===== src/sv/ut2cal_pkg.sv =====
`default_nettype none
package ut2cal_pkg;

  // seconds from 1970-01-01 to 2000-01-01
  localparam logic [31:0] EPOCH_2000 = 32'd946684800;

  // reciprocal of 60, exact with a shift of 37 for any 32-bit dividend
  localparam logic [31:0] RECIP_60 = 32'h88888889;
  localparam int          SHIFT_60 = 37;

  // reciprocal of 3, exact with a shift of 19 for any 18-bit dividend
  localparam logic [17:0] RECIP_3 = 18'h2AAAB;
  localparam int          SHIFT_3 = 19;

  // reciprocal of 1461 (days in four years), exact with a shift of 27 below 2^16
  localparam logic [16:0] RECIP_1461 = 17'd91868;
  localparam int          SHIFT_1461 = 27;

  localparam logic [10:0] DAYS_PER_QUAD = 11'd1461;

  // first day of each year within a four-year group, leap year first
  localparam logic [10:0] YEAR1_START = 11'd366;
  localparam logic [10:0] YEAR2_START = 11'd731;
  localparam logic [10:0] YEAR3_START = 11'd1096;

  // day of year on which month index m (0 is January) starts
  function automatic logic [8:0] month_start(input logic [3:0] m, input logic leap);
    logic [8:0] base;
    case (m)
      4'd0:    base = 9'd0;
      4'd1:    base = 9'd31;
      4'd2:    base = 9'd59;
      4'd3:    base = 9'd90;
      4'd4:    base = 9'd120;
      4'd5:    base = 9'd151;
      4'd6:    base = 9'd181;
      4'd7:    base = 9'd212;
      4'd8:    base = 9'd243;
      4'd9:    base = 9'd273;
      4'd10:   base = 9'd304;
      4'd11:   base = 9'd334;
      default: base = 9'd0;
    endcase
    // february lengthened in leap years shifts march onward
    if (leap && (m >= 4'd2)) begin
      base = base + 9'd1;
    end
    return base;
  endfunction

endpackage
`default_nettype wire


===== src/sv/unix_time_to_calendar.sv =====
// Unix timestamp to calendar breakdown: second, minute, hour, years since 2000,
// month and day of month. Timestamps before 2000 wrap modulo 2^32, and every
// fourth year is leap, so dates are exact from 2000 through February 2100.
// Fully pipelined over 11 register stages: one transaction is accepted each
// cycle unless a result waits on out_ready. The divisions by 60, 60, 24
// and by the four-year length are reciprocal multiplications, each followed
// by a register, and these multiplier stages set the depth. When the output
// transaction is held by out_ready low, the whole pipeline freezes and
// in_ready drops; nothing is lost or repeated.
`default_nettype none
module unix_time_to_calendar
  import ut2cal_pkg::*;
(
  input  wire logic        clk,
  input  wire logic        rst,
  input  wire logic        in_valid,
  output logic             in_ready,
  input  wire logic [31:0] unix_seconds,
  output logic             out_valid,
  input  wire logic        out_ready,
  output logic [5:0]       second,
  output logic [5:0]       minute,
  output logic [4:0]       hour,
  output logic [7:0]       year_since_2000,
  output logic [3:0]       month,
  output logic [4:0]       day_of_month
);

  logic        en;
  logic        tod_valid;
  logic [5:0]  tod_second;
  logic [5:0]  tod_minute;
  logic [4:0]  tod_hour;
  logic [15:0] tod_days;

  // pipeline advances unless a finished result is waiting
  assign en       = !out_valid || out_ready;
  assign in_ready = en;

  // time of day and whole days since 2000
  ut2cal_tod u_tod (
    .clk          (clk),
    .rst          (rst),
    .en           (en),
    .in_valid     (in_valid),
    .unix_seconds (unix_seconds),
    .out_valid    (tod_valid),
    .second       (tod_second),
    .minute       (tod_minute),
    .hour         (tod_hour),
    .days         (tod_days)
  );

  // year, month and day from the day count
  ut2cal_date u_date (
    .clk             (clk),
    .rst             (rst),
    .en              (en),
    .in_valid        (tod_valid),
    .in_second       (tod_second),
    .in_minute       (tod_minute),
    .in_hour         (tod_hour),
    .in_days         (tod_days),
    .out_valid       (out_valid),
    .second          (second),
    .minute          (minute),
    .hour            (hour),
    .year_since_2000 (year_since_2000),
    .month           (month),
    .day_of_month    (day_of_month)
  );

endmodule
`default_nettype wire


===== src/sv/ut2cal_tod.sv =====
`default_nettype none
module ut2cal_tod
  import ut2cal_pkg::*;
(
  input  wire logic        clk,
  input  wire logic        rst,
  input  wire logic        en,
  input  wire logic        in_valid,
  input  wire logic [31:0] unix_seconds,
  output logic             out_valid,
  output logic [5:0]       second,
  output logic [5:0]       minute,
  output logic [4:0]       hour,
  output logic [15:0]      days
);

  // valid bits for the seven stages
  logic [6:0] vld;

  logic [31:0] t1;
  logic [31:0] t2;
  logic [63:0] p1;
  logic [5:0]  sec3;
  logic [26:0] q1_3;
  logic [5:0]  sec4;
  logic [26:0] q1_4;
  logic [58:0] p2;
  logic [5:0]  sec5;
  logic [5:0]  min5;
  logic [20:0] q2_5;
  logic [5:0]  sec6;
  logic [5:0]  min6;
  logic [20:0] q2_6;
  logic [35:0] p3;

  logic [26:0] q1_next;
  logic [31:0] sec_full;
  logic [20:0] q2_next;
  logic [26:0] min_full;
  logic [15:0] days_next;
  logic [20:0] hr_full;

  // quotient by 60 and remainder, seconds
  assign q1_next  = p1[SHIFT_60 +: 27];
  assign sec_full = t2 - (({5'd0, q1_next} << 6) - ({5'd0, q1_next} << 2));

  // quotient by 60 and remainder, minutes
  assign q2_next  = p2[SHIFT_60 +: 21];
  assign min_full = q1_4 - (({6'd0, q2_next} << 6) - ({6'd0, q2_next} << 2));

  // quotient by 24 and remainder, hours
  assign days_next = p3[SHIFT_3 +: 16];
  assign hr_full   = q2_6 - (({5'd0, days_next} << 4) + ({5'd0, days_next} << 3));

  // valid chain
  always_ff @(posedge clk) begin
    if (rst) begin
      vld <= '0;
    end else if (en) begin
      vld <= {vld[5:0], in_valid};
    end
  end

  // data stages
  always_ff @(posedge clk) begin
    if (en) begin
      t1     <= unix_seconds - EPOCH_2000;
      t2     <= t1;
      p1     <= t1 * RECIP_60;
      sec3   <= sec_full[5:0];
      q1_3   <= q1_next;
      sec4   <= sec3;
      q1_4   <= q1_3;
      p2     <= q1_3 * RECIP_60;
      sec5   <= sec4;
      min5   <= min_full[5:0];
      q2_5   <= q2_next;
      sec6   <= sec5;
      min6   <= min5;
      q2_6   <= q2_5;
      p3     <= q2_5[20:3] * RECIP_3;
      second <= sec6;
      minute <= min6;
      hour   <= hr_full[4:0];
      days   <= days_next;
    end
  end

  assign out_valid = vld[6];

endmodule
`default_nettype wire


===== src/sv/ut2cal_date.sv =====
`default_nettype none
module ut2cal_date
  import ut2cal_pkg::*;
(
  input  wire logic        clk,
  input  wire logic        rst,
  input  wire logic        en,
  input  wire logic        in_valid,
  input  wire logic [5:0]  in_second,
  input  wire logic [5:0]  in_minute,
  input  wire logic [4:0]  in_hour,
  input  wire logic [15:0] in_days,
  output logic             out_valid,
  output logic [5:0]       second,
  output logic [5:0]       minute,
  output logic [4:0]       hour,
  output logic [7:0]       year_since_2000,
  output logic [3:0]       month,
  output logic [4:0]       day_of_month
);

  // valid bits for the four stages
  logic [3:0] vld;

  logic [5:0]  sec_a, sec_b, sec_c;
  logic [5:0]  min_a, min_b, min_c;
  logic [4:0]  hr_a, hr_b, hr_c;
  logic [15:0] days_a;
  logic [32:0] p4;
  logic [5:0]  quad_b;
  logic [10:0] r_b;
  logic [7:0]  year_c;
  logic [8:0]  doy_c;
  logic        leap_c;

  logic [5:0]  quad_next;
  logic [15:0] r_full;
  logic [1:0]  yq;
  logic [10:0] ystart;
  logic [10:0] doy_full;
  logic [3:0]  mon_idx;
  logic [8:0]  dom_full;

  // four-year groups and the day within the group
  assign quad_next = p4[SHIFT_1461 +: 6];
  assign r_full    = days_a - ({10'd0, quad_next} * {5'd0, DAYS_PER_QUAD});

  // year within the group, the first one being leap
  always_comb begin
    if (r_b < YEAR1_START) begin
      yq     = 2'd0;
      ystart = 11'd0;
    end else if (r_b < YEAR2_START) begin
      yq     = 2'd1;
      ystart = YEAR1_START;
    end else if (r_b < YEAR3_START) begin
      yq     = 2'd2;
      ystart = YEAR2_START;
    end else begin
      yq     = 2'd3;
      ystart = YEAR3_START;
    end
  end
  assign doy_full = r_b - ystart;

  // month from parallel compares against month starts
  always_comb begin
    mon_idx = 4'd0;
    for (int m = 1; m < 12; m++) begin
      if (doy_c >= month_start(4'(m), leap_c)) begin
        mon_idx = 4'(m);
      end
    end
  end
  assign dom_full = doy_c - month_start(mon_idx, leap_c) + 9'd1;

  // valid chain
  always_ff @(posedge clk) begin
    if (rst) begin
      vld <= '0;
    end else if (en) begin
      vld <= {vld[2:0], in_valid};
    end
  end

  // data stages
  always_ff @(posedge clk) begin
    if (en) begin
      sec_a           <= in_second;
      min_a           <= in_minute;
      hr_a            <= in_hour;
      days_a          <= in_days;
      p4              <= in_days * RECIP_1461;
      sec_b           <= sec_a;
      min_b           <= min_a;
      hr_b            <= hr_a;
      quad_b          <= quad_next;
      r_b             <= r_full[10:0];
      sec_c           <= sec_b;
      min_c           <= min_b;
      hr_c            <= hr_b;
      year_c          <= {quad_b, yq};
      doy_c           <= doy_full[8:0];
      leap_c          <= (yq == 2'd0);
      second          <= sec_c;
      minute          <= min_c;
      hour            <= hr_c;
      year_since_2000 <= year_c;
      month           <= mon_idx + 4'd1;
      day_of_month    <= dom_full[4:0];
    end
  end

  assign out_valid = vld[3];

endmodule
`default_nettype wire

===== config.mk =====
export PLATFORM = sky130hd
export DESIGN_NAME = unix_time_to_calendar
export DESIGN_NICKNAME = d
export VERILOG_FILES = /design/src/sv/ut2cal_pkg.sv /design/src/sv/unix_time_to_calendar.sv /design/src/sv/ut2cal_tod.sv /design/src/sv/ut2cal_date.sv
export SDC_FILE = /design/constraint.sdc
export NUM_CORES = 2
export LEC_CHECK = 0
export BUFFER_PORTS_ARGS = -buffer_cell sky130_fd_sc_hd__buf_4
export CORE_MARGIN = 2
export CORE_UTILIZATION = 55
export DETAILED_ROUTE_END_ITERATION = 7
export GPL_TIMING_DRIVEN = 0
export PLACE_DENSITY = 0.74
export SLEW_MARGIN = 20
export SYNTH_ARGS = -nofsm -noshare
export SYNTH_HDL_FRONTEND = slang
export SYNTH_SLANG_ARGS = --single-unit

===== constraint.sdc =====
create_clock -name clk -period 13.35 [get_ports clk]
set_input_delay 2.0025 -clock clk [delete_from_list [all_inputs] [get_ports clk]]
set_output_delay 2.0025 -clock clk [all_outputs]
set_load 0.02 [all_outputs]

Word level (Yosys, flattened, before mapping)
Memories as Yosys holds them, arrays and structs flattened.
Cells that the tools add are included.
Cells by class
  add/sub/neg operators: 13
  multipliers: 5
  $lt $le $gt $ge: 15
  mux-type cells: 28
  reduce and logical (&&, ||, !) cells: 4
Operators with widths (number)
  32-bit by 32-bit multiplier with 64-bit output (second input constant): 1
  27-bit by 32-bit multiplier with 58-bit output (second input constant): 1
  4-bit two-way mux: 11
  9-bit by 8-bit >= comparator with 1-bit output: 4
  18-bit by 18-bit multiplier with 35-bit output (second input constant): 1
  32-bit by 30-bit subtractor with 32-bit output (second input constant): 1
  16-bit by 15-bit multiplier with 31-bit output (second input constant): 1
  9-bit >= comparator: 3
  9-bit by 7-bit >= comparator with 1-bit output: 2
  9-bit two-way mux: 2
  1-bit by 6-bit subtractor with 6-bit output (first input constant): 2
  6-bit subtractor: 2
  11-bit by 10-bit less-than comparator with 1-bit output (second input constant): 1
  11-bit less-than comparator (second input constant): 1
  11-bit by 9-bit less-than comparator with 1-bit output (second input constant): 1
  6-bit by 11-bit multiplier with 11-bit output (second input constant): 1
  11-bit subtractor: 1
  5-bit by 1-bit adder with 5-bit output (second input constant): 2
  5-bit subtractor: 2
  9-bit by 5-bit >= comparator with 1-bit output (second input constant): 1
  9-bit by 6-bit >= comparator with 1-bit output: 1
  9-bit subtractor: 1
  2-bit two-way mux: 4
  8-bit two-way mux: 1
  10 further kinds: 17
Storage, ports and cells
  bits in registers: 496
  memory bits (read-only): 144
  input bits: 36
  output and inout bits: 36
  logic and storage cells: 109
  memories: 1
Memory list
  (no name shown): depth 16, width 9, read ports 1, clocked after Yosys merged registers in 0, write ports 0, RTL line ut2cal_pkg.sv:29  | case (m)

Longest topological paths before layout
  word-level depth: 17
  depth in mapped cells: 25
  mapped depth without buffers: 25

Cells and area by module
From an unflattened synthesis, not the netlist that was laid out.
Unflattened totals
  cells, all modules: 3555
  area, all modules: 40775.4 um2
Modules (own cells, without submodules)
  ut2cal_tod: instances 1, cells each 2667, area each 29565.9 um2, sequential area each 7046.8 um2
  ut2cal_date: instances 1, cells each 887, area each 11203.2 um2, sequential area each 4194.0 um2
  unix_time_to_calendar: instances 1, cells each 1, area each 6.3 um2, sequential area each 0.0 um2

Worst setup path before layout
No wires, ideal clock.
  path type: input port to output port
  from: input out_ready
  to: output in_ready
  arrival time: 12382 ps
  required time: 11347 ps
  slack: -1035 ps
  stages: 3
  buffers on the path: 1
  cells stage by stage: nor2b_1 > inv_1 > clkbuf_1
On the way
  word-level cells in the longest chain between the ends: 1
RTL lines
  from (decl): RTL line unix_time_to_calendar.sv:20  | input wire logic out_ready,
  1-bit logical OR: RTL line unix_time_to_calendar.sv:37  | assign en = !out_valid || out_ready;
  to (decl): RTL line unix_time_to_calendar.sv:17  | output logic in_ready,
No other way between the ends.

Worst setup path in the final report
  from: register u_tod.t1[5]
  to: register u_tod.p1[63], data pin
On the way
  word-level cells in the longest chain between the ends: 1
RTL lines
  from (decl): RTL line ut2cal_tod.sv:20  | logic [31:0] t1;
  from (signal assigned): RTL line ut2cal_tod.sv:67  | t1 <= unix_seconds - EPOCH_2000;
  32-bit by 32-bit multiplier with 64-bit output: RTL line ut2cal_tod.sv:69  | p1 <= t1 * RECIP_60;
  to (signal assigned): RTL line ut2cal_tod.sv:69
  to (decl): RTL line ut2cal_tod.sv:22  | logic [63:0] p1;
No other way between the ends.
A chain may end at the register's enable or synchronous reset.

==> run metrics <==
Netlist cell types 74; Clk Latency, worst-skew pair approximately 0.59 ns; Final Max Tran Viols 0; largest net degree at the start of global routing 100; maxcap violations 0; Critical Path Start Type flop; Placer Congestion just over 0.9; CP max FO 6; proportion of layout cells with a drive suffix above 1 0.0468; Synth Area in Compound Gates 0.0641; Final setup viols 0; number of remaining DRC errors 0; TritonCTS Buffers approximately 40; clock root buffer clkbuf_16; Post-synth top flop edfxtp_1; number of antenna diodes 0; WL met3 2.75 mm; DRT Pass-1 Iters 5; Gate Count Post-Synth ~3400; critical path capture point type flop; worst endpoint required time between 10 and 15 ns; 1st-iter DRT viols around 1200; synthesized area 39900 um2; Ports between 70 and 80; Initial Util 0.557; global route overflow 0; Via density around 5.3; Setup CP Type reg -> reg; post-synthesis net count ~4700; Worst Setup SP u_tod.t1[5]$_DFFE_PP_; R2R Path Start u_tod.t1[5]$_DFFE_PP_; post-CTS setup repair buffer count 0; core area 71600 um2; GRT Total Usage 0.208; wire per inst between 15 and 20 um; clk sink count ~380; H-tree depth 2; most frequent cells in the layout 889 x inv_1, 815 x ha_1, 491 x fa_1; reg2reg end u_tod.p1[63]$_DFFE_PP_; fin crit share 0.585; post-route minimum period just under 8 ns; Die Y roughly 270 um; post-synthesis simple-gate area fraction 0.0380; Max transition margin 0.436; flip-flop and latch area 11200 um2; RSZ-0062 raised after global routing no; synth warn 0; Slew @ Worst Pin approximately 0.83 ns; vias in the first global route 25000; Final Instance Area around 43000 um2; routed wire length around 74 mm; clock skew ~0.05 ns; Post-Synth Adder-Cell Area 0.502; std cell rows around 100; Critical Path AT between 8 and 9 ns; clk buf depth 3; f_max roughly 130 MHz; metal2 WL ~35 mm; Synth Area in XOR/XNOR 0.0294; die width roughly 270 um; clk slew on worst S/H paths approximately 0.06 ns; Seq cells post-synth around 380; Die ar. 74700 um2; status finished, final reports clean; Synth Area per Inst about 12 um2; IO buf count 71; footprint of the multi-input gates 25300 um2; largest family of logic cells by synthesized area adder cells; fin util 0.602; total negative setup slack 0 ns; Final ANT Viol Nets 0; Fin. Hold Viols 0; Post-synth EDFFs about 370; FFs w/ async S/R, synth 0; area delta synth->final 8.05%; Register-to-Register Path Depth 24; largest cells by area after synthesis edfxtp_1 28%, ha_1 26%, fa_1 25%; first-pass GRT wire length roughly 120 mm; Top Metal Used met4; CTS tree done; Critical Path End u_tod.p1[63]$_DFFE_PP_; initial antenna violation count 0; filler instances roughly 5800; DR vias around 24000; largest area contributor in the netlist edfxtp_1; met1 wire length between 30 and 40 mm; Post-CTS Hold Fix Bufs 0; Synth top area share 0.276; Final Hold Slack between 0.4 and 0.5 ns; worst min path class reg -> reg; sequential fraction of the synthesis area 0.282; commonest non-fill, non-tap cell in the layout inv_1; mux cell area share after synthesis 0.000282; FF-to-FF setup slack around 5.5 ns; post-CTS resize count 0; NumNets Final 4857; HPWL Detailed around 62 mm; Placement Cell Area between 40000 and 50000 um2
## metrics by stage
stage	worst slack [ns]	cells
6_report	5.54	4496
5_1_grt	5.17	4496
4_1_cts	5.60	4496
3_5_place_dp	5.69	4422
3_3_place_gp	2.03	4419
2_1_floorplan	4.51	3398
## cells in the mapped netlist, types with 14 or more instances
library cell,n
fa_1,491
nor2_1,64
edfxtp_1,367
nand2_1,77
nor2b_1,21
a21oi_1,106
a211oi_1,15
o21ai_0,48
nand2b_1,14
inv_1,889
ha_1,815
xor2_1,48
a21o_1,61
o21a_1,25
nor3_1,22
xnor2_1,86
nand4_1,17
nand3_1,25
and3_1,19
## metal layers
layer / up-vias / track usage
li1: 11500 / -
met1: 11600 / 0.288
met2: 399 / 0.347
met3: 105 / 0.0268
met4: 0 / 0.0523
met5: - / 0
## how the worst min path moves through the flow
stage / startpoint / endpoint / slack (ns) / cells after the start
finish: u_date.min_c[2]$_DFFE_PP_ / u_date.minute[2]$_DFFE_PP_ / 0.41 / 0
global route: u_date.min_c[2]$_DFFE_PP_ / u_date.minute[2]$_DFFE_PP_ / 0.42 / 0
CTS: u_date.min_c[2]$_DFFE_PP_ / u_date.minute[2]$_DFFE_PP_ / 0.41 / 0
detailed placement: u_tod.p3[32]$_DFFE_PP_ / u_tod.days[13]$_DFFE_PP_ / 0.40 / 0
global placement: u_tod.min6[2]$_DFFE_PP_ / u_tod.minute[2]$_DFFE_PP_ / 0.40 / 0
floorplan: u_date.hr_c[0]$_DFFE_PP_ / u_date.hour[0]$_DFFE_PP_ / 0.40 / 0
## critical path, cell delays in order, from the launching register on
cell and delay [ns]:
edfxtp_1 0.57, ha_1 0.47, inv_1 0.09, fa_1 0.63, inv_1 0.09, fa_1 0.51
inv_1 0.06, fa_1 0.54, inv_1 0.06, fa_1 0.57, inv_1 0.07, fa_1 0.52
fa_1 0.58, inv_1 0.06, ha_1 0.23, a21oi_1 0.17, o21ai_1 0.09, a221oi_1 0.34
nand3_1 0.17, o31ai_2 0.58, a211oi_1 0.21, or2_1 0.28, a31oi_1 0.33, o21bai_1 0.15
xnor2_1 0.15
## sequential cells by signal (all words and copies together) (netlist names), 7 cells and up
register	flops
u_date.days_a	11
u_date.doy_c	9
u_date.r_b	11
u_date.year_c	8
u_date.year_since_2000	8
u_tod.days	16
u_tod.p1	30
u_tod.p2	24
u_tod.p3	17
u_tod.q1_3	27
u_tod.q2_5	21
u_tod.t1	32
u_tod.vld	7
## cell families after synthesis
kind of cell,Yosys count
AO/OA/AOI/OAI,378
XOR/XNOR,134
adder cells (fa/ha/maj),1306
buffers and inverters,899
flip-flops,378
multiplexers,1
AND/OR/NAND/NOR,302
## area by class of cell
type | count | area share
Buffer | 10 | 0.00110
Clock buffer | 51 | 0.0261
Timing Repair Buffer | 74 | 0.0143
Multi-Input combinational cell | 2121 | 0.587
Inverter | 889 | 0.0774
Clock inverter | 23 | 0.00630
Sequential cell | 378 | 0.261
Tap cell | 950 | 0.0276
Power is left out: the tool's default activity adds up to more than one toggle a clock period on the data nets, which glitch-free logic cannot reach.
